===== config.mk =====
export PLATFORM = sky130hd
export DESIGN_NAME = rsw_front
export DESIGN_NICKNAME = d
export VERILOG_FILES = /design/src/hdl/rsw_pkg.sv /design/src/hdl/rsw_front.sv
export SDC_FILE = /design/constraint.sdc
export NUM_CORES = 1
export LEC_CHECK = 0
export BUFFER_PORTS_ARGS = -buffer_cell sky130_fd_sc_hd__buf_2
export CAP_MARGIN = 20
export CORE_MARGIN = 3
export CORE_UTILIZATION = 58
export DETAILED_ROUTE_END_ITERATION = 8
export PLACE_DENSITY = 0.84
export SLEW_MARGIN = 25
export SYNTH_ARGS = -nofsm -noshare
export SYNTH_HDL_FRONTEND = slang
export SYNTH_SLANG_ARGS = --single-unit

===== constraint.sdc =====
create_clock -name clk -period 7.59 [get_ports clk]
set_input_delay 0.759 -clock clk [delete_from_list [all_inputs] [get_ports clk]]
set_output_delay 0.759 -clock clk [all_outputs]
set_load 0.05 [all_outputs]

===== src/hdl/rsw_pkg.sv =====
// shared types, constants and the arctangent table for the scan-to-point pipeline
package rsw_pkg;

  localparam int unsigned MAX_SAMPLES = 4096;
  localparam int ADDR_W = 5;
  localparam int ATAN_LEN = 30;
  localparam logic signed [31:0] CORDIC_START = 32'sd652032874;

  typedef enum logic [2:0] {
    REG_POSE_X       = 3'd0,
    REG_POSE_Y       = 3'd1,
    REG_POSE_HEADING = 3'd2,
    REG_ANGLE_START  = 3'd3,
    REG_ANGLE_STEP   = 3'd4,
    REG_RANGE_LOW    = 3'd5,
    REG_RANGE_HIGH   = 3'd6,
    REG_INPUTS_READY = 3'd7
  } reg_idx_t;

  typedef struct packed {
    logic signed [31:0] pose_x;
    logic signed [31:0] pose_y;
    logic [31:0]        heading;
    logic [31:0]        angle_start;
    logic [31:0]        angle_step;
    logic [31:0]        range_low;
    logic [31:0]        range_high;
    logic               inputs_ready;
  } cfg_t;

  // what travels with each sample through the pipeline
  typedef struct packed {
    logic        ok;
    logic        last;
    logic        flip;
    logic [31:0] range;
  } beam_t;

  function automatic logic [31:0] atan_bam(input int i);
    logic [31:0] r;
    case (i)
      0:       r = 32'd536870912;
      1:       r = 32'd316933406;
      2:       r = 32'd167458907;
      3:       r = 32'd85004756;
      4:       r = 32'd42667331;
      5:       r = 32'd21354465;
      6:       r = 32'd10679838;
      7:       r = 32'd5340245;
      8:       r = 32'd2670163;
      9:       r = 32'd1335087;
      10:      r = 32'd667544;
      11:      r = 32'd333772;
      12:      r = 32'd166886;
      13:      r = 32'd83443;
      14:      r = 32'd41722;
      15:      r = 32'd20861;
      16:      r = 32'd10430;
      17:      r = 32'd5215;
      18:      r = 32'd2608;
      19:      r = 32'd1304;
      20:      r = 32'd652;
      21:      r = 32'd326;
      22:      r = 32'd163;
      23:      r = 32'd81;
      24:      r = 32'd41;
      25:      r = 32'd20;
      26:      r = 32'd10;
      27:      r = 32'd5;
      28:      r = 32'd3;
      29:      r = 32'd1;
      default: r = 32'd0;
    endcase
    return r;
  endfunction

endpackage


===== src/hdl/rsw_front.sv =====
// sample qualification and beam angle setup ahead of the cordic chain
module rsw_front (
  input  logic                clk,
  input  logic                rst_n,
  input  logic                adv,
  input  logic                take,
  input  logic [31:0]         range_sample,
  input  logic                range_finite,
  input  logic [11:0]         sample_index,
  input  logic                scan_last,
  input  rsw_pkg::cfg_t       cfg,
  output logic                o_valid,
  output rsw_pkg::beam_t      o_beam,
  output logic signed [32:0]  o_z
);

  logic                  v1_r, v1_nxt;
  rsw_pkg::beam_t        beam1_r, beam1_nxt;
  logic [31:0]           prod1_r, prod1_nxt;
  logic                  v2_r;
  rsw_pkg::beam_t        beam2_r, beam2_nxt;
  logic signed [32:0]    z2_r, z2_nxt;
  logic [31:0]           angle;
  logic [31:0]           red;

  always_comb begin
    v1_nxt          = take;
    beam1_nxt.ok    = cfg.inputs_ready && range_finite &&
                      (range_sample >= cfg.range_low) &&
                      (range_sample <= cfg.range_high) &&
                      (32'(sample_index) < 32'(rsw_pkg::MAX_SAMPLES));
    beam1_nxt.last  = scan_last;
    beam1_nxt.flip  = 1'b0;
    beam1_nxt.range = range_sample;
    prod1_nxt       = 32'(32'(sample_index) * cfg.angle_step);
  end

  // quadrants 01 and 10 are turned by half a turn and negated at the end
  always_comb begin
    angle          = cfg.angle_start + prod1_r + cfg.heading;
    beam2_nxt      = beam1_r;
    beam2_nxt.flip = angle[31] ^ angle[30];
    red            = {angle[31] ^ beam2_nxt.flip, angle[30:0]};
    z2_nxt         = $signed({red[31], red});
  end

  always_ff @(posedge clk) begin
    if (!rst_n) begin
      v1_r <= 1'b0;
      v2_r <= 1'b0;
    end else if (adv) begin
      v1_r <= v1_nxt;
      v2_r <= v1_r;
    end
  end

  always_ff @(posedge clk) begin
    if (adv) begin
      beam1_r <= beam1_nxt;
      prod1_r <= prod1_nxt;
      beam2_r <= beam2_nxt;
      z2_r    <= z2_nxt;
    end
  end

  assign o_valid = v2_r;
  assign o_beam  = beam2_r;
  assign o_z     = z2_r;

endmodule


Yosys cells after proc, flatten, opt, wreduce, memory -nomap -nowiden
Cells that the tools add are included.
{ "word_totals": {"register_bits": 135, "inputBits": 275, "out_inout_bits": 69, "elab_cells": 21} }
{ "op_classes": {"add_sub_neg": 2, "n_mul": 1, "magnitude_cmp": 2, "bitwise": 2, "n_reduce_logical": 3} }
{ "op_table": {"columns": ["op", "n"], "rows": [
  ["$add A32 B32 Y32", 2],
  ["$ge A32 B32 Y1", 1],
  ["$le A32 B32 Y1", 1],
  ["$mul A12 B32 Y32", 1],
  ["$logic_and A1 B1 Y1", 3],
  ["$xor A1 B1 Y1", 2]
]} }

Longest topological paths before layout
Gate-level depths: netlist (run 1).
{ "logic_depth": {"ltp_word": 4, "ltp_mapped": 22} }

Worst setup path after synthesis (run 1)
No wires, ideal clock.
{ "synth_timing": {"path_type": "input to register", "start": "input port sample_index[3]", "end": "register prod1_r[31] (data pin)", "t_arrival_ns": 6.125, "path_slack_ns": 1.205, "cell_stages": 21, "cell_sequence": "clkbuf_1 clkbuf_1 nand2_1 fa_1 fa_1 inv_1 fa_1 fa_1 inv_1 fa_1 inv_1 ha_1 a211o_1 a21oi_1 or4b_1 o21ai_0 a41oi_1 a21oi_1 o21ai_0 a21oi_1 xnor2_1"} }
{ "synth_via": {"elab_chain_cells": 1} }
{ "synth_lines": {"columns": ["item", "line", "rtl"], "rows": [
  ["start: declaration", "rsw_front.sv:9", "input logic [11:0] sample_index,"],
  ["$mul A12 B32 Y32", "rsw_front.sv:35", "prod1_nxt = 32'(32'(sample_index) * cfg.angle_step);"],
  ["via prod1_nxt[31]", "rsw_front.sv:19", "logic [31:0] prod1_r, prod1_nxt;"],
  ["end signal: assignment", "rsw_front.sv:60", "prod1_r <= prod1_nxt;"],
  ["end: declaration", "rsw_front.sv:19", null]
]} }
The timed path passes the listed nets, and every way through them passes these cells.
A chain may end at the register's enable or synchronous reset.

Worst setup path in the final report (run 1)
Same ends and word-level chain as after synthesis.

==> results of run 1 <==
synthesized netlist by cell type (2+ instances only):
library cell / number
or3_1: 2
nor3b_1: 2
nor3_1: 8
a21o_1: 38
a211oi_1: 7
a21oi_1: 67
xnor2_1: 54
dfxtp_1: 2
inv_1: 363
a211o_1: 4
a221oi_1: 3
a31oi_1: 4
nor4_1: 3
nand4_1: 17
o21ai_0: 31
nor2b_1: 12
o211ai_1: 3
nand2b_1: 5
edfxtp_1: 133
o21bai_1: 7
nand3b_1: 2
nand2_1: 265
nor2_1: 45
fa_1: 271
mux2i_1: 3
o21a_1: 19
a311oi_1: 2
ha_1: 143
nand3_1: 10
and3_1: 5
xor2_1: 13
o2111ai_1: 3
and3_2: 2
clkbuf_1: 54
o31ai_1: 3
and2_1: 94
logic make-up after synthesis:
| family | share of synthesized area, % |
|---|---|
| simple gates | 12.94 |
| buf+inv | 9.271 |
| fa+ha+maj | 42.43 |
| compound gates | 7.814 |
| flops | 23.72 |
| xor+xnor | 3.583 |
| mux | 0.2428 |
routing by layer:
layer	wire length (um)	share of wire [%]
met4	1063	2.5
met5	7	0.017
met1	16440	39
met2	21000	50
met3	3588	8.5
metrics by stage:
stage	instance area (sq um)	utilization, %	std cells	setup WS [ns]
after detailed placement	18750	65.15	2338	0.6449
after CTS	19350	67.23	2370	1.079
after global routing	19350	67.24	2371	0.7161
final	19350	67.25	2372	0.9920
after global placement	18750	65.15	2338	0.7229
after floorplan	17010	-	1721	1.206
final cells by class:
class	instances	area (sq um)	share of cell area, %
multi-input combinational	1167	11390	58.87
sequential	135	4034	20.84
timing repair buffer	289	1478	7.635
inverter	363	1363	7.040
tap	384	480.5	2.482
clock buffer	18	429.2	2.217
clock inverter	14	171.4	0.8856
antenna	2	5.005	0.02586
registers in the layout, indices dropped and copies added, names as in the netlist:
register and flops:
beam1_r 34, o_beam 35, o_valid 1, o_z 32, prod1_r 32, v1_r 1
worst min-delay path by stage:
| stage | from | end | slack (ns) |
|---|---|---|---|
| 6_report | beam1_r[7] | o_beam[7] | 0.42 |
| 5_1_grt | beam1_r[20] | o_beam[20] | 0.43 |
| 4_1_cts | beam1_r[20] | o_beam[20] | 0.42 |
| 3_5_place_dp | beam1_r[2] | o_beam[2] | 0.41 |
| 3_3_place_gp | beam1_r[2] | o_beam[2] | 0.40 |
| 2_1_floorplan | beam1_r[0] | o_beam[0] | 0.40 |
power groups by stage:
stage | logic (mW) | clock network, mW | registers (mW)
detailed placement | 6.37 | 0 | 1.46
CTS | 6.44 | 0.856 | 1.45
floorplan | 4.60 | 0 | 1.79
global placement | 6.10 | 0 | 1.45
finish | 6.46 | 0.851 | 1.44
global route | 7.25 | 0.891 | 1.46
==> results.md, run 1 <==
* Resized Gates After CTS at 0
* Hold Path Class: reg -> reg
* Avg WL per Cell at between 15 and 20 um
* Reg-to-reg endpoint: o_beam[32]
* End point of the critical path: prod1_r[31]
* First-pass GRT wire length at approximately 67000 um
* Worst-path clk slew at 0.06 ns
* Setup Skew at between 0.008 and 0.009 ns
* Synth-to-layout area growth at 13.82%
* # IOs at 344
* TritonCTS clock tree: done
* Routability cong. at 0.9142
* Critical Path End Type: register
* Internal reg-to-reg setup slack at roughly 3.7 ns
* Comb power frac at about three quarters
* Register bit total from synthesis at ~140
* Layout fillers at 2189
* CP max FO at 18
* Delay-heaviest family, CP: adder cells
* # rows at between 60 and 70
* Max stage delay on crit path at 0.60 ns
* Fin. Hold Viols at 0
* Post-synth cell types at 58
* Flop pwr share at between 10% and 20%
* Slew headroom at approximately 47%
* Final period util at 86.93%
* Number of cells on the critical path at 20
* Synth Instances at about 1700
* GR Layer Usage met3 at 4.719%
* Post-CTS Setup Repair Bufs at 0
* Commonest non-fill, non-tap cell in the layout: inv_1
* DR vias at about 13000
* Gr busiest metal: met2
* Layout cells sized above 1 at between 10% and 20%
* Final TNS setup at 0 ns
* Status: finished clean
* All-Layer GR Usage at between 20% and 30%
* Sequential fraction of the synthesis area at 23.72%
* Largest cells by area after synthesis: fa_1 32%, edfxtp_1 23%, ha_1 11%
* PwrDens at roughly 450 nW/um^2
* Fin crit period at roughly 6.6 ns
* Initial core utilization at roughly three fifths
* CTS buffer count at 17
* Worst slew pin tran at a little under 0.8 ns
* Yosys top cell by area: fa_1
* Synth Net Count at ~2400
* Worst setup path startpoint: sample_index[3]
* Dpl hpwl at approximately 34000 um
* First-pass iteration count of the detailed router at 7
* Vias in the first global route at ~13000
* Drc violations at 0
* Antenna Nets Post-Route at 0
* Slew Limit Fails at 0
* Final setup fails at 0
* Die area at 31410 sq um
* CTS H-tree depth at 4
* Bufs and invs on worst path at 4
* Total power at a little under 9 mW
* Crit path top cell by count: fa_1
* # hold bufs at CTS at 0
* Core area at around 29000 sq um
* Fin Hold WS at 0.4186 ns
* CP Cell Sequence: buf_2, nand2_1, fa_1, fa_1, fa_1, inv_1, fa_1, inv_1, fa_1, inv_1, ha_1, a21oi_1, o21ai_0, or4b_1, o21ai_0, a41oi_1, a21oi_1, o21ai_0, a21oi_1, xnor2_1
* FFs w/ async S/R, synth at 0%
* Nets at 2662
* Initial antenna violation count at 2
* Initial DRC count at about 950
* Switching pwr at 4.193 mW
* Die X at approximately 180 um
* Crit path DAT at a little under 7 ns
* RSZ-0062 raised after global routing: no
* Port Buffers at between 200 and 300
* Clk Latency, worst-skew pair at 0.43 ns
* Leakage power total at roughly 9.6 nW
* Syn. warnings at 0
* WL final at ~42000 um
* Clk pwr share at under 10%
* Largest net degree at the start of global routing at 87
* Synth Flop Type: edfxtp_1
* GR Overflow Total at 0
* CP required at a little under 8 ns
* CTS Sinks at 135
* Max VDD drop at 0.0004042 V
* Startpoint class of the critical path: input port
* Sw frac at a little under half
* Most frequent cells in the layout: 363 x inv_1, 278 x buf_2, 271 x fa_1
* Met1 usage in global routing at a little over a third
* Die Ht at between 150 and 200 um
* Max Cap Viol at 0
* Clock Tree Root: clkbuf_16
* Mean post-synth cell area at 9.881 sq um
* Int Pwr at about 4.6 mW
* Number of enable flip-flop cells after synthesis at around 130
* F_max at about 150 MHz
* Crit Path Class: in -> reg
* Critical-path top delay cell: fa_1
* Drt via density at about 5.5
* Post-synthesis cell area at between 15000 and 20000 sq um
* R2r worst-path depth at 11
* FF-to-FF Start: prod1_r[17]
* Clock Path Buffers at 2
* Hold depth at 0
* Top cell type's share of synthesized area at between 30% and 40%
* Routing usage on met2 at a little under half
(Power assumes the default switching activity.)
==> run 2, diff against run 1 <==
--- a/config.mk
+++ b/config.mk
@@ -10,6 +10,7 @@
 export CORE_MARGIN = 3
 export CORE_UTILIZATION = 58
 export DETAILED_ROUTE_END_ITERATION = 8
+export MAX_ROUTING_LAYER = met4
 export PLACE_DENSITY = 0.84
 export SLEW_MARGIN = 25
 export SYNTH_ARGS = -nofsm -noshare
==> constraint.sdc (replaced) <==
create_clock -name clk -period 7.59 [get_ports clk]
set_input_delay 0.759 -clock clk [delete_from_list [all_inputs] [get_ports clk]]
set_output_delay 0.759 -clock clk [all_outputs]
set_load 0.02 [all_outputs]
==> results.md, run 2 (same netlist as run 1, synthesis figures left out) <==
* Die Ht at around 180 um
* Dpl hpwl at 34210 um
* F_max at 150.7 MHz
* Critical-path top delay cell: fa_1
* Core area at approximately 29000 sq um
* Initial antenna violation count at 5
* Max VDD drop at around 0.00047 V
* Die area at between 30000 and 40000 sq um
* TritonCTS clock tree: done
* Resized Gates After CTS at 0
* First-pass iteration count of the detailed router at 6
* Final TNS setup at 0 ns
* WL final at 42490 um
* All-Layer GR Usage at between 20% and 30%
* Initial core utilization at approximately 60%
* CTS buffer count at 17
* Drc violations at 0
* Die X at about 180 um
* CTS H-tree depth at 4
* Port Buffers at about 280
* CP Cell Sequence: buf_2, nand2_1, fa_1, inv_1, fa_1, fa_1, fa_1, inv_1, fa_1, inv_1, ha_1, a211o_1, a21oi_1, or4b_1, o21ai_0, a41oi_1, a21oi_1, o21ai_0, a21oi_1, xnor2_1
* Clock Tree Root: clkbuf_16
* Drt via density at between 5 and 6
* Avg WL per Cell at roughly 18 um
* Final period util at approximately 87%
* Status: finished clean
* Most frequent cells in the layout: 363 x inv_1, 278 x buf_2, 271 x fa_1
* GR Overflow Total at 0
* Delay-heaviest family, CP: adder cells
* Worst slew pin tran at between 0.8 and 0.9 ns
* Largest net degree at the start of global routing at 73
* Cell count after placement at around 2300
* Layout fillers at about 2200
* Setup Skew at roughly 0.014 ns
* Antenna Nets Post-Route at 0
* Non-Filler Instances at roughly 2400
* Final setup fails at 0
* CTS Sinks at 135
* Crit path top cell by count: fa_1
* Crit Path Class: in -> reg
* Critical Path End Type: register
* Worst-path clk slew at approximately 0.060 ns
* Clk Latency, worst-skew pair at between 0.4 and 0.5 ns
* Max reg flops at 35
* # rows at between 60 and 70
* Startpoint class of the critical path: input port
* CP max FO at 17
* Leakage power total at around 9.6 nW
* FF+latch area at between 4000 and 5000 sq um
* Fin crit period at approximately 6.6 ns
* Post-CTS Setup Repair Bufs at 0
* Routability cong. at ~0.94
* # IOs at about 340
* Commonest non-fill, non-tap cell in the layout: inv_1
* Synth-to-layout area growth at 13.86%
* Fin. Hold Viols at 0
* Nets at approximately 2700
* Final core utilization at 67.28%
* Hold Path Class: reg -> reg
* Slew Limit Fails at 0
* DR vias at ~13000
* Crit path DAT at 6.79 ns
* Max stage delay on crit path at about 0.55 ns
* Clock Path Buffers at 2
* PwrDens at 444.8 nW/um^2
* Initial DRC count at 1050
* CP required at just under 8 ns
* RSZ-0062 raised after global routing: no
* # hold bufs at CTS at 0
* First-pass GRT wire length at 68180 um
* Slew headroom at between 40% and 50%
* Vias in the first global route at approximately 14000
* Layout cells sized above 1 at roughly 16%
* Max Cap Viol at 0
* Bufs and invs on worst path at 4
* Multi-input gate area at 11390 sq um
[run 2: changes by cell type in the layout (fill, tap and decap cells not counted), sizes merged]
cell / delta
diode: +3
inv: +1
clkinv: -1
[run 2: metal layers]
metal | GRT usage, % | share of wire, % | vias to the layer above
met5 | - | 0 | -
li1 | - | - | 5910
met3 | 4.762 | 8.8 | 143
met4 | 10.61 | 3.7 | 0
met2 | 46.41 | 49 | 700
met1 | 35.84 | 38 | 6440
[run 2: layout make-up]
class | count | area share [%]
diodes | 5 | 0.06462
clock inverters | 14 | 0.8853
well taps | 384 | 2.481
clock buffers | 18 | 2.216
flip-flops and latches | 135 | 20.83
inverters | 363 | 7.037
multi-input cells | 1167 | 58.85
repair buffers | 289 | 7.632
[run 2: power by group]
part | total (mW) | switching (mW) | internal [mW]
Clock | 0.855 | 0.335 | 0.520
Combinational | 6.31 | 3.62 | 2.69
Sequential | 1.45 | 0.0804 | 1.37
Total | 8.61 | 4.04 | 4.57
[run 2: final timing paths]
check	endpoint	from	cells after the start	slack, ns
hold reg to reg	o_beam[12]	beam1_r[12]	0	0.41
hold / removal	o_beam[12]	beam1_r[12]	0	0.41
setup / recovery	prod1_r[31]	sample_index[7]	20	0.95
setup reg to reg	o_beam[32]	prod1_r[18]	11	3.71
[run 2: metrics by stage]
step	hold slack, ns	instance area [sq um]	power [mW]	worst slack, ns
floorplan	0.4003	17010	6.162	1.206
global placement	0.4004	18750	7.316	0.7477
detailed placement	0.4045	18750	7.656	0.5758
CTS	0.4153	19350	8.563	1.037
global route	0.4222	19360	9.422	0.7959
finish	0.4146	19360	8.612	0.9537
