$ cat src/hdl/rsw_pkg.sv
// shared types, constants and the arctangent table for the scan-to-point pipeline
package rsw_pkg;

  localparam int unsigned MAX_SAMPLES = 4096;
  localparam int ADDR_W = 5;
  localparam int ATAN_LEN = 30;
  localparam logic signed [31:0] CORDIC_START = 32'sd652032874;

  typedef enum logic [2:0] {
    REG_POSE_X       = 3'd0,
    REG_POSE_Y       = 3'd1,
    REG_POSE_HEADING = 3'd2,
    REG_ANGLE_START  = 3'd3,
    REG_ANGLE_STEP   = 3'd4,
    REG_RANGE_LOW    = 3'd5,
    REG_RANGE_HIGH   = 3'd6,
    REG_INPUTS_READY = 3'd7
  } reg_idx_t;

  typedef struct packed {
    logic signed [31:0] pose_x;
    logic signed [31:0] pose_y;
    logic [31:0]        heading;
    logic [31:0]        angle_start;
    logic [31:0]        angle_step;
    logic [31:0]        range_low;
    logic [31:0]        range_high;
    logic               inputs_ready;
  } cfg_t;

  // what travels with each sample through the pipeline
  typedef struct packed {
    logic        ok;
    logic        last;
    logic        flip;
    logic [31:0] range;
  } beam_t;

  function automatic logic [31:0] atan_bam(input int i);
    logic [31:0] r;
    case (i)
      0:       r = 32'd536870912;
      1:       r = 32'd316933406;
      2:       r = 32'd167458907;
      3:       r = 32'd85004756;
      4:       r = 32'd42667331;
      5:       r = 32'd21354465;
      6:       r = 32'd10679838;
      7:       r = 32'd5340245;
      8:       r = 32'd2670163;
      9:       r = 32'd1335087;
      10:      r = 32'd667544;
      11:      r = 32'd333772;
      12:      r = 32'd166886;
      13:      r = 32'd83443;
      14:      r = 32'd41722;
      15:      r = 32'd20861;
      16:      r = 32'd10430;
      17:      r = 32'd5215;
      18:      r = 32'd2608;
      19:      r = 32'd1304;
      20:      r = 32'd652;
      21:      r = 32'd326;
      22:      r = 32'd163;
      23:      r = 32'd81;
      24:      r = 32'd41;
      25:      r = 32'd20;
      26:      r = 32'd10;
      27:      r = 32'd5;
      28:      r = 32'd3;
      29:      r = 32'd1;
      default: r = 32'd0;
    endcase
    return r;
  endfunction

endpackage

$ cat src/hdl/rsw_cordic_cell.sv
// one rotation step of the cordic chain with its pipeline register
module rsw_cordic_cell #(
  parameter int STAGE = 0
) (
  input  logic               clk,
  input  logic               rst_n,
  input  logic               adv,
  input  logic               i_valid,
  input  rsw_pkg::beam_t     i_beam,
  input  logic signed [31:0] i_x,
  input  logic signed [31:0] i_y,
  input  logic signed [32:0] i_z,
  output logic               o_valid,
  output rsw_pkg::beam_t     o_beam,
  output logic signed [31:0] o_x,
  output logic signed [31:0] o_y,
  output logic signed [32:0] o_z
);

  logic                  valid_r;
  rsw_pkg::beam_t        beam_r;
  logic signed [31:0]    x_r, x_nxt;
  logic signed [31:0]    y_r, y_nxt;
  logic signed [32:0]    z_r, z_nxt;
  logic signed [31:0]    dx;
  logic signed [31:0]    dy;
  logic signed [32:0]    at;

  always_comb begin
    dx = i_y >>> STAGE;
    dy = i_x >>> STAGE;
    at = $signed({1'b0, rsw_pkg::atan_bam(STAGE)});
    if (!i_z[32]) begin
      x_nxt = i_x - dx;
      y_nxt = i_y + dy;
      z_nxt = i_z - at;
    end else begin
      x_nxt = i_x + dx;
      y_nxt = i_y - dy;
      z_nxt = i_z + at;
    end
  end

  always_ff @(posedge clk) begin
    if (!rst_n) begin
      valid_r <= 1'b0;
    end else if (adv) begin
      valid_r <= i_valid;
    end
  end

  always_ff @(posedge clk) begin
    if (adv) begin
      beam_r <= i_beam;
      x_r    <= x_nxt;
      y_r    <= y_nxt;
      z_r    <= z_nxt;
    end
  end

  assign o_valid = valid_r;
  assign o_beam  = beam_r;
  assign o_x     = x_r;
  assign o_y     = y_r;
  assign o_z     = z_r;

endmodule

$ cat config.mk
export PLATFORM = sky130hd
export DESIGN_NAME = rsw_cordic_cell
export DESIGN_NICKNAME = d
export VERILOG_FILES = /design/src/hdl/rsw_pkg.sv /design/src/hdl/rsw_cordic_cell.sv
export SDC_FILE = /design/constraint.sdc
export NUM_CORES = 1
export LEC_CHECK = 0
export ABC_AREA = 1
export BUFFER_PORTS_ARGS = -buffer_cell sky130_fd_sc_hd__clkbuf_2
export CAP_MARGIN = 10
export CORE_MARGIN = 5
export CORE_UTILIZATION = 40
export DETAILED_ROUTE_END_ITERATION = 12
export GPL_TIMING_DRIVEN = 0
export MAX_ROUTING_LAYER = met4
export PLACE_DENSITY_LB_ADDON = 0.2
export SYNTH_ARGS = -nofsm -noshare
export SYNTH_HDL_FRONTEND = slang
export SYNTH_SLANG_ARGS = --single-unit
$ cat constraint.sdc
create_clock -name clk -period 2.1 [get_ports clk]
set_input_delay 0.105 -clock clk [delete_from_list [all_inputs] [get_ports clk]]
set_output_delay 0.105 -clock clk [all_outputs]
set_load 0.01 [all_outputs]
# Word level (Yosys, flattened, before mapping)
# Index checks and enable logic that the tools add are counted.
# word_totals
output_inout_bits	133
input_bits	136
wordCells	16
reg_bits	133
# op_classes
addsub	5
muxes	3
# ops
cell	count
two-way mux 32 bit	2
subtractor 32 bit	2
adder 33 x 31 -> 33 bit (second input constant)	1
two-way mux 33 bit	1
subtractor 33 x 31 -> 33 bit (second input constant)	1
adder 32 bit	1

# Logic depth before layout (Yosys ltp)
# Gate-level depths: netlist (run 1).
# depth
word_depth	2
depth_mapped	17
depth_no_buf	16

# Least setup slack after synthesis (run 1)
# No wires, ideal clock.
# synth_timing
path_kind	input port to flip-flop
startpoint	input i_x[0]
endpoint	register x_r[28], in the netlist o_x[28], data pin
setup_ns	0.254
path_buffers	0
t_arrival_ns	1.459
required_time_ns	1.846
stages	11
path_slack_ns	0.388
cell_sequence	ha_1 -> fa_1 -> nand2_1 -> nand2_1 -> and2_1 -> nand2_1 -> nand3_1 -> nand2_1 -> nand3_1 -> nand3_1 -> nand2_1
# synth_via
elab_chain_cells	2
word_cells_on_any_way	3
classes_between	add/sub: 2; mux: 1
# synth_lines
element	line	source
start, declared	rsw_cordic_cell.sv:10	input logic signed [31:0] i_x,
subtractor 32 bit / adder 32 bit (equally long branches)	rsw_cordic_cell.sv:34, rsw_cordic_cell.sv:38	
two-way mux 32 bit *	rsw_cordic_cell.sv:33	if (!i_z[32]) begin
net x_nxt[28]	rsw_cordic_cell.sv:22	logic signed [31:0] x_r, x_nxt;
end signal, assigned	rsw_cordic_cell.sv:55	x_r <= x_nxt;
end, declared	rsw_cordic_cell.sv:22	
# The timed path passes the listed nets; every way through them passes the cells marked *.
# A chain may end at the register's enable or synchronous reset.

# Worst setup path after layout (run 1)
# layout_timing
startpoint	input i_x[1]
endpoint	register y_r[26], in the netlist o_y[26], data pin
# layout_via
elab_chain_cells	2
word_cells_on_any_way	3
classes_between	add/sub: 2; mux: 1
# layout_lines
element	line	source
adder 32 bit / subtractor 32 bit (equally long branches)	rsw_cordic_cell.sv:35, rsw_cordic_cell.sv:39	
two-way mux 32 bit *	rsw_cordic_cell.sv:33	
net y_nxt[26]	rsw_cordic_cell.sv:23	logic signed [31:0] y_r, y_nxt;
end signal, assigned	rsw_cordic_cell.sv:56	y_r <= y_nxt;
end, declared	rsw_cordic_cell.sv:23	
# Marked as above.

==> results.sh, run 1 <==
export IMPL_outcome="completed"
export IMPL_drv_cap=0
export IMPL_dp_hpwl_um=33510
export IMPL_slew_headroom=0.3418
export IMPL_min_path_type="in2reg"
export IMPL_cp_end_kind="flop"
export IMPL_drv_slew=0
export IMPL_via_count=11997
export IMPL_worst_pin_slew_ns=0.9872
export IMPL_finalPower_mw=9.520
export IMPL_synthCells=1708
export IMPL_synth_edff_count=131
export IMPL_seq_area_frac_synth=0.3423
export IMPL_seq_area_um2=3954
export IMPL_rows=62
export IMPL_multi_input_area_um2=6085
export IMPL_clk_latency_ns=0.42
export IMPL_post_cts_buffers=0
export IMPL_numCtsBuffers=17
export IMPL_core_area_um2=28630
export IMPL_drt_initial_drc_count=970
export IMPL_whs_endpoint="o_z[30]$_DFFE_PP_"
export IMPL_crit_path_start_kind="primary input"
export IMPL_insertedDiodeCount=0
export IMPL_criticalPathCategory="in2reg"
export IMPL_clk_pin_slew_ns=0.08
export IMPL_ys_ff_latch=132
export IMPL_fin_crit_ns=2.011
export IMPL_via_per_inst=4.879
export IMPL_grt_usage=0.2562
export IMPL_drcViolationCount=0
export IMPL_cp_required_ns=2.29
export IMPL_root_buffer="clkbuf_16"
export IMPL_synth_area_um2=11550
export IMPL_reg2regPathDepth=3
export IMPL_path_delay_family="simple AND/OR/NAND/NOR gates"
export IMPL_rr_endpoint="o_valid$_SDFFE_PN0P_"
export IMPL_cp_slowest_cell="o21bai_1"
export IMPL_cp_common_cell="nand2_1"
export IMPL_peakVddDrop_mv=0.4960
export IMPL_place_gp_congestion=0.9747
export IMPL_synth_top_area_share=0.3406
export IMPL_syn_avg_cell_area_um2=6.762
export IMPL_initial_utilization=0.4035
export IMPL_finalSetupTns_ns=0
export IMPL_crit_fanout=4
export IMPL_rsz0062_at_grt="no"
export IMPL_wl_um=41290
export IMPL_syn_nets=1951
export IMPL_cts_sinks=132
export IMPL_crit_arrival_ns=2.20
export IMPL_max_freq_mhz=497.3
export IMPL_r2r_setup_slack_ns=0.89
export IMPL_ys_warnings_count=0
export IMPL_grt_pass1_vias=11667
export IMPL_grt_antenna_before_repair=0
export IMPL_hold_violations=0
export IMPL_die_w_um=179.9
export IMPL_p_per_area_nw_per_um2=648.4
export IMPL_min_delay_start="i_z[30]"
export IMPL_grt_pass1_wl_um=63660
export IMPL_nFillCells=2928
export IMPL_grt_remaining_overflow=0
export IMPL_io_pins=269
export IMPL_io_buffer_count=267
export IMPL_cts_tree="built"
export IMPL_p_leak_nw=8.115
export IMPL_async_reset_ff_frac=0
export IMPL_first_pass_iters=6
export IMPL_yosysTopAreaCell="edfxtp_1"
export IMPL_worst_path_buf_inv=4
export IMPL_cts_max_level=4
export IMPL_nets=2305
export IMPL_routedWlPerCell_um=16.79
export IMPL_clockBufferDepth=2
export IMPL_die_h_um=179.9
export IMPL_final_util=0.5129
export IMPL_area_growth_syn_to_layout_pct=27.13
export IMPL_min_period_over_period=0.9575
export IMPL_whs_ns=0.05038
export IMPL_antenna_left=0
export IMPL_timing_rr_start="o_valid$_SDFFE_PN0P_"
export IMPL_setup_viol=0
export IMPL_cpPeakStageDelay_ns=0.42
export IMPL_fin_skew_ns=0
export IMPL_synth_main_ff_cell="edfxtp_1"
export IMPL_yosys_top_cells_area="edfxtp_1, nand2_1, ha_1, inv_1, nand3_1"
export IMPL_synth_distinct_cells=36
export IMPL_grt_max_degree=116
export IMPL_die_area_um2=32370
export IMPL_drive_gt1_frac=0.1648
export IMPL_holdPathStages=2
export IMPL_cp_cell_sequence="clkbuf_2, inv_1, ha_1, inv_1, o21bai_1, inv_1, nor2_1, nor2_1, nand2_1, nand2_1, nand3_1, nand2_1, nand3_1, nand2_1"
placed cells by master (no fill, tap or decap), types with 3 or more instances in the layout:
master         count
inv_1            342
fa_1               3
clkbuf_16         17
buf_2             21
a21oi_1           70
edfxtp_1         131
nand3_1          157
clkbuf_1           7
a31oi_1            3
buf_1              4
nand2_2            4
nor3_1             6
nor2_1           118
xor2_1            20
clkinv_4           5
nand4_1           23
o22ai_1            8
nand2_1          611
dlygate4sd3_1     67
o21ai_0           38
buf_4              8
inv_6              3
bufinv_16          3
clkbuf_2         266
ha_1             104
o21bai_1          11
power by group:
| group | switching (mW) | internal (mW) | total, mW |
|---|---|---|---|
| registers | 0.0803 | 3.26 | 3.34 |
| logic | 2.00 | 1.03 | 3.02 |
| clock network | 1.27 | 1.88 | 3.15 |
| total | 3.35 | 6.17 | 9.52 |
stage by stage:
step           std cells  area [um^2]  setup WS [ns]
2_1_floorplan       1708        11550         0.3878
3_3_place_gp        2359        13370        -0.9880
3_5_place_dp        2360        13400        -0.2677
4_1_cts             2459        14680         0.1854
5_1_grt             2459        14680        0.01525
6_report            2459        14680        0.08915
cell type report:
| cell class | instances | area share |
|---|---|---|
| Multi-Input combinational cell | 1192 | 0.4144 |
| Sequential cell | 132 | 0.2693 |
| Timing Repair Buffer | 335 | 0.1392 |
| Inverter | 343 | 0.08769 |
| Tap cell | 384 | 0.03272 |
| Clock buffer | 18 | 0.02923 |
| Buffer | 41 | 0.01551 |
| Clock inverter | 14 | 0.01202 |
state kept, by name, summed over array words and instances, names as in the netlist:
register	cells
o_x	32
o_y	31
o_beam	35
o_valid	1
o_z	33
how the worst max path moves through the flow:
| stage | depth (start not counted) | startpoint | endpoint |
|---|---|---|---|
| global route | 13 | i_x[17] | o_x[28]$_DFFE_PP_ |
| floorplan | 11 | i_x[0] | o_x[28]$_DFFE_PP_ |
| global placement | 3 | adv | o_valid$_SDFFE_PN0P_ |
| finish | 14 | i_x[1] | o_y[26]$_DFFE_PP_ |
| detailed placement | 14 | i_x[1] | o_y[26]$_DFFE_PP_ |
| CTS | 13 | i_x[0] | o_x[16]$_DFFE_PP_ |
cells by family after synthesis:
family,share of synthesized area
simple gates,0.3298
buf+inv,0.1312
compound gates,0.06294
flops,0.3423
fa+ha+maj,0.1179
xor+xnor,0.01592
Yosys cell counts, types with 2 or more instances:
master and n:
a21o_1 2, a21oi_1 71, a31oi_1 3, and2_1 2
buf_1 4, buf_2 21, buf_4 8, clkbuf_1 6
edfxtp_1 131, fa_1 3, ha_1 104, inv_1 342
nand2_1 611, nand2_2 4, nand3_1 157, nand4_1 23
nor2_1 118, nor3_1 6, nor3_2 2, o21ai_0 38
o21bai_1 11, o22ai_1 8, xor2_1 20
layer usage:
| layer | wire, um | vias up | global-route usage |
|---|---|---|---|
| met3 | 2788 | 56 | 0.04669 |
| met1 | 18510 | 5476 | 0.3273 |
| met4 | 890 | 0 | 0.06980 |
| met2 | 19110 | 433 | 0.4203 |
| li1 | - | 6032 | - |
| met5 | 0 | - | - |
what timing repair did:
item | 4_1_cts | 5_1_grt
setup endpoints to repair | 0 | 2
hold endpoints to repair | 66 | 0
gates resized for setup | 0 | 1
hold buffers | 67 | 0
worst reg2reg max path, delay by kind of cell (launching register included):
kind                   cells  cell delay [ns]
AOI/OAI and AO/OA          2             0.21
buffers and inverters      1             0.58
DFF                        1             0.31
Note: power is estimated with default switching activity, not from simulation.
==> run 2, diff against run 1 <==
--- a/config.mk
+++ b/config.mk
@@ -6,11 +6,11 @@
 export NUM_CORES = 1
 export LEC_CHECK = 0
 export ABC_AREA = 1
-export BUFFER_PORTS_ARGS = -buffer_cell sky130_fd_sc_hd__clkbuf_2
 export CAP_MARGIN = 10
 export CORE_MARGIN = 5
-export CORE_UTILIZATION = 40
+export CORE_UTILIZATION = 30
 export DETAILED_ROUTE_END_ITERATION = 12
+export DONT_BUFFER_PORTS = 1
 export GPL_TIMING_DRIVEN = 0
 export MAX_ROUTING_LAYER = met4
 export PLACE_DENSITY_LB_ADDON = 0.2
==> results.sh, run 2 (same netlist as run 1, synthesis figures left out) <==
export IMPL_outcome="complete, but fails checks"
export IMPL_violations="negative hold slack"
export IMPL_max_freq_mhz=540.2
export IMPL_cp_common_cell="nand2_1"
export IMPL_antenna_left=0
export IMPL_dp_hpwl_um=34630
export IMPL_drcViolationCount=0
export IMPL_hold_violations=131
export IMPL_post_cts_buffers=0
export IMPL_crit_arrival_ns=2.03
export IMPL_grt_antenna_before_repair=0
export IMPL_grt_pass1_vias=10740
export IMPL_power_internal_mw=5.802
export IMPL_io_pins=269
export IMPL_rows=71
export IMPL_path_delay_family="adder cells"
export IMPL_cp_end_kind="flop"
export IMPL_p_comb_frac=0.265
export IMPL_first_pass_iters=6
export IMPL_crit_path_start_kind="primary input"
export IMPL_root_buffer="clkbuf_16"
export IMPL_die_w_um=206.2
export IMPL_drt_initial_drc_count=716
export IMPL_initial_utilization=0.3052
export IMPL_clk_latency_ns=0.43
export IMPL_grt_usage=0.2012
export IMPL_fin_cells=2321
export IMPL_min_period_over_period=0.8815
export IMPL_via_per_inst=4.682
export IMPL_layout_common_cells="nand2_1, inv_1, nand3_1"
export IMPL_rsz0062_at_grt="no"
export IMPL_worst_path_buf_inv=2
export IMPL_largest_reg_flops=35
export IMPL_drv_slew=0
export IMPL_numCtsBuffers=17
export IMPL_min_path_type="in2reg"
export IMPL_place_ws_ns=-0.2432
export IMPL_cp_cell_sequence="inv_1, ha_1, fa_1, inv_1, nand2_1, nand3_1, nand2_1, nand2_1, a21oi_1, nand2_1, nand2_1, o21ai_0"
export IMPL_grt_max_degree=134
export IMPL_crit_fanout=4
export IMPL_finalSetupTns_ns=0
export IMPL_drv_cap=0
export IMPL_fin_crit_ns=1.851
export IMPL_final_common_cell="nand2_1"
export IMPL_p_sw_mw=3.224
export IMPL_peakVddDrop_mv=0.4907
export IMPL_slew_headroom=0.2942
export IMPL_cp_required_ns=2.28
export IMPL_io_buffer_count=0
export IMPL_place_inst=2219
export IMPL_p_clk_frac=0.340
export IMPL_drive_gt1_frac=0.04033
export IMPL_p_leak_nw=6.988
export IMPL_wl_um=42570
export IMPL_cp_slowest_cell="fa_1"
export IMPL_pwr_share_seq=0.395
export IMPL_core_area_um2=37840
export IMPL_finalPower_mw=9.026
export IMPL_whs_ns=-0.2142
export IMPL_insertedDiodeCount=0
export IMPL_die_h_um=206.2
export IMPL_fin_skew_ns=0
export IMPL_cpPeakStageDelay_ns=0.43
export IMPL_p_per_area_nw_per_um2=670.1
export IMPL_via_count=10868
export IMPL_clk_pin_slew_ns=0.07
export IMPL_routedWlPerCell_um=18.34
export IMPL_final_util=0.3559
export IMPL_criticalPathCategory="in2reg"
export IMPL_grt_remaining_overflow=0
export IMPL_cts_tree="built"
export IMPL_area_growth_syn_to_layout_pct=16.62
export IMPL_postPlaceCellArea_um2=12190
export IMPL_clockBufferDepth=2
export IMPL_nets=2040
export IMPL_setup_ws_ns=0.2489
export IMPL_swShare=0.3572
export IMPL_die_area_um2=42520
export IMPL_cts_max_level=4
export IMPL_grt_pass1_wl_um=62180
export IMPL_design_area_um2=13470
export IMPL_setup_viol=0
export IMPL_cts_sinks=132
export IMPL_place_gp_congestion=0.9656
export IMPL_cts_hold_buf=70
export IMPL_worst_pin_slew_ns=1.059
export IMPL_cts_resized=0
-- run 2: metal layers --
| metal | vias to the layer above | global-route usage | wire (um) |
|---|---|---|---|
| met4 | 0 | 0.06440 | 1067 |
| li1 | 5506 | - | - |
| met1 | 4892 | 0.2521 | 19260 |
| met3 | 64 | 0.02934 | 2535 |
| met5 | - | - | 0 |
| met2 | 406 | 0.3360 | 19710 |
-- run 2: final cells by class --
class                   count  area [um^2]
flip-flops and latches    132         3954
fillers                  4094        24370
clock inverters            14        150.1
plain buffers              41        227.7
well taps                 511        639.4
inverters                 343         1287
multi-input cells        1192         6081
clock buffers              18        429.2
repair buffers             70        700.7
-- run 2: path summary, 6_finish.rpt --
kind / startpoint / to / slack [ns] / cells after the start
worst max-delay path: i_x[0] / o_x[16]$_DFFE_PP_ / 0.25 / 12
worst min-delay path: adv / o_y[24]$_DFFE_PP_ / -0.21 / 0
worst max register to register: o_valid$_SDFFE_PN0P_ / o_valid$_SDFFE_PN0P_ / 0.84 / 3
worst min register to register: o_valid$_SDFFE_PN0P_ / o_valid$_SDFFE_PN0P_ / 1.18 / 3
-- run 2: worst reg2reg max path: stages (launching register included) --
cell	delay, ns
dfxtp_1	0.34
o21ai_0	0.19
a21oi_1	0.06
dlygate4sd3_1	0.56
-- run 2: power by group through the flow --
stage / registers [mW] / logic (mW) / clock network, mW
after floorplan: 3.55 / 1.57 / 0
after global placement: 3.63 / 2.26 / 0
after detailed placement: 3.63 / 2.26 / 0
after CTS: 3.58 / 2.39 / 3.17
after global routing: 3.59 / 2.69 / 3.29
final: 3.57 / 2.39 / 3.07
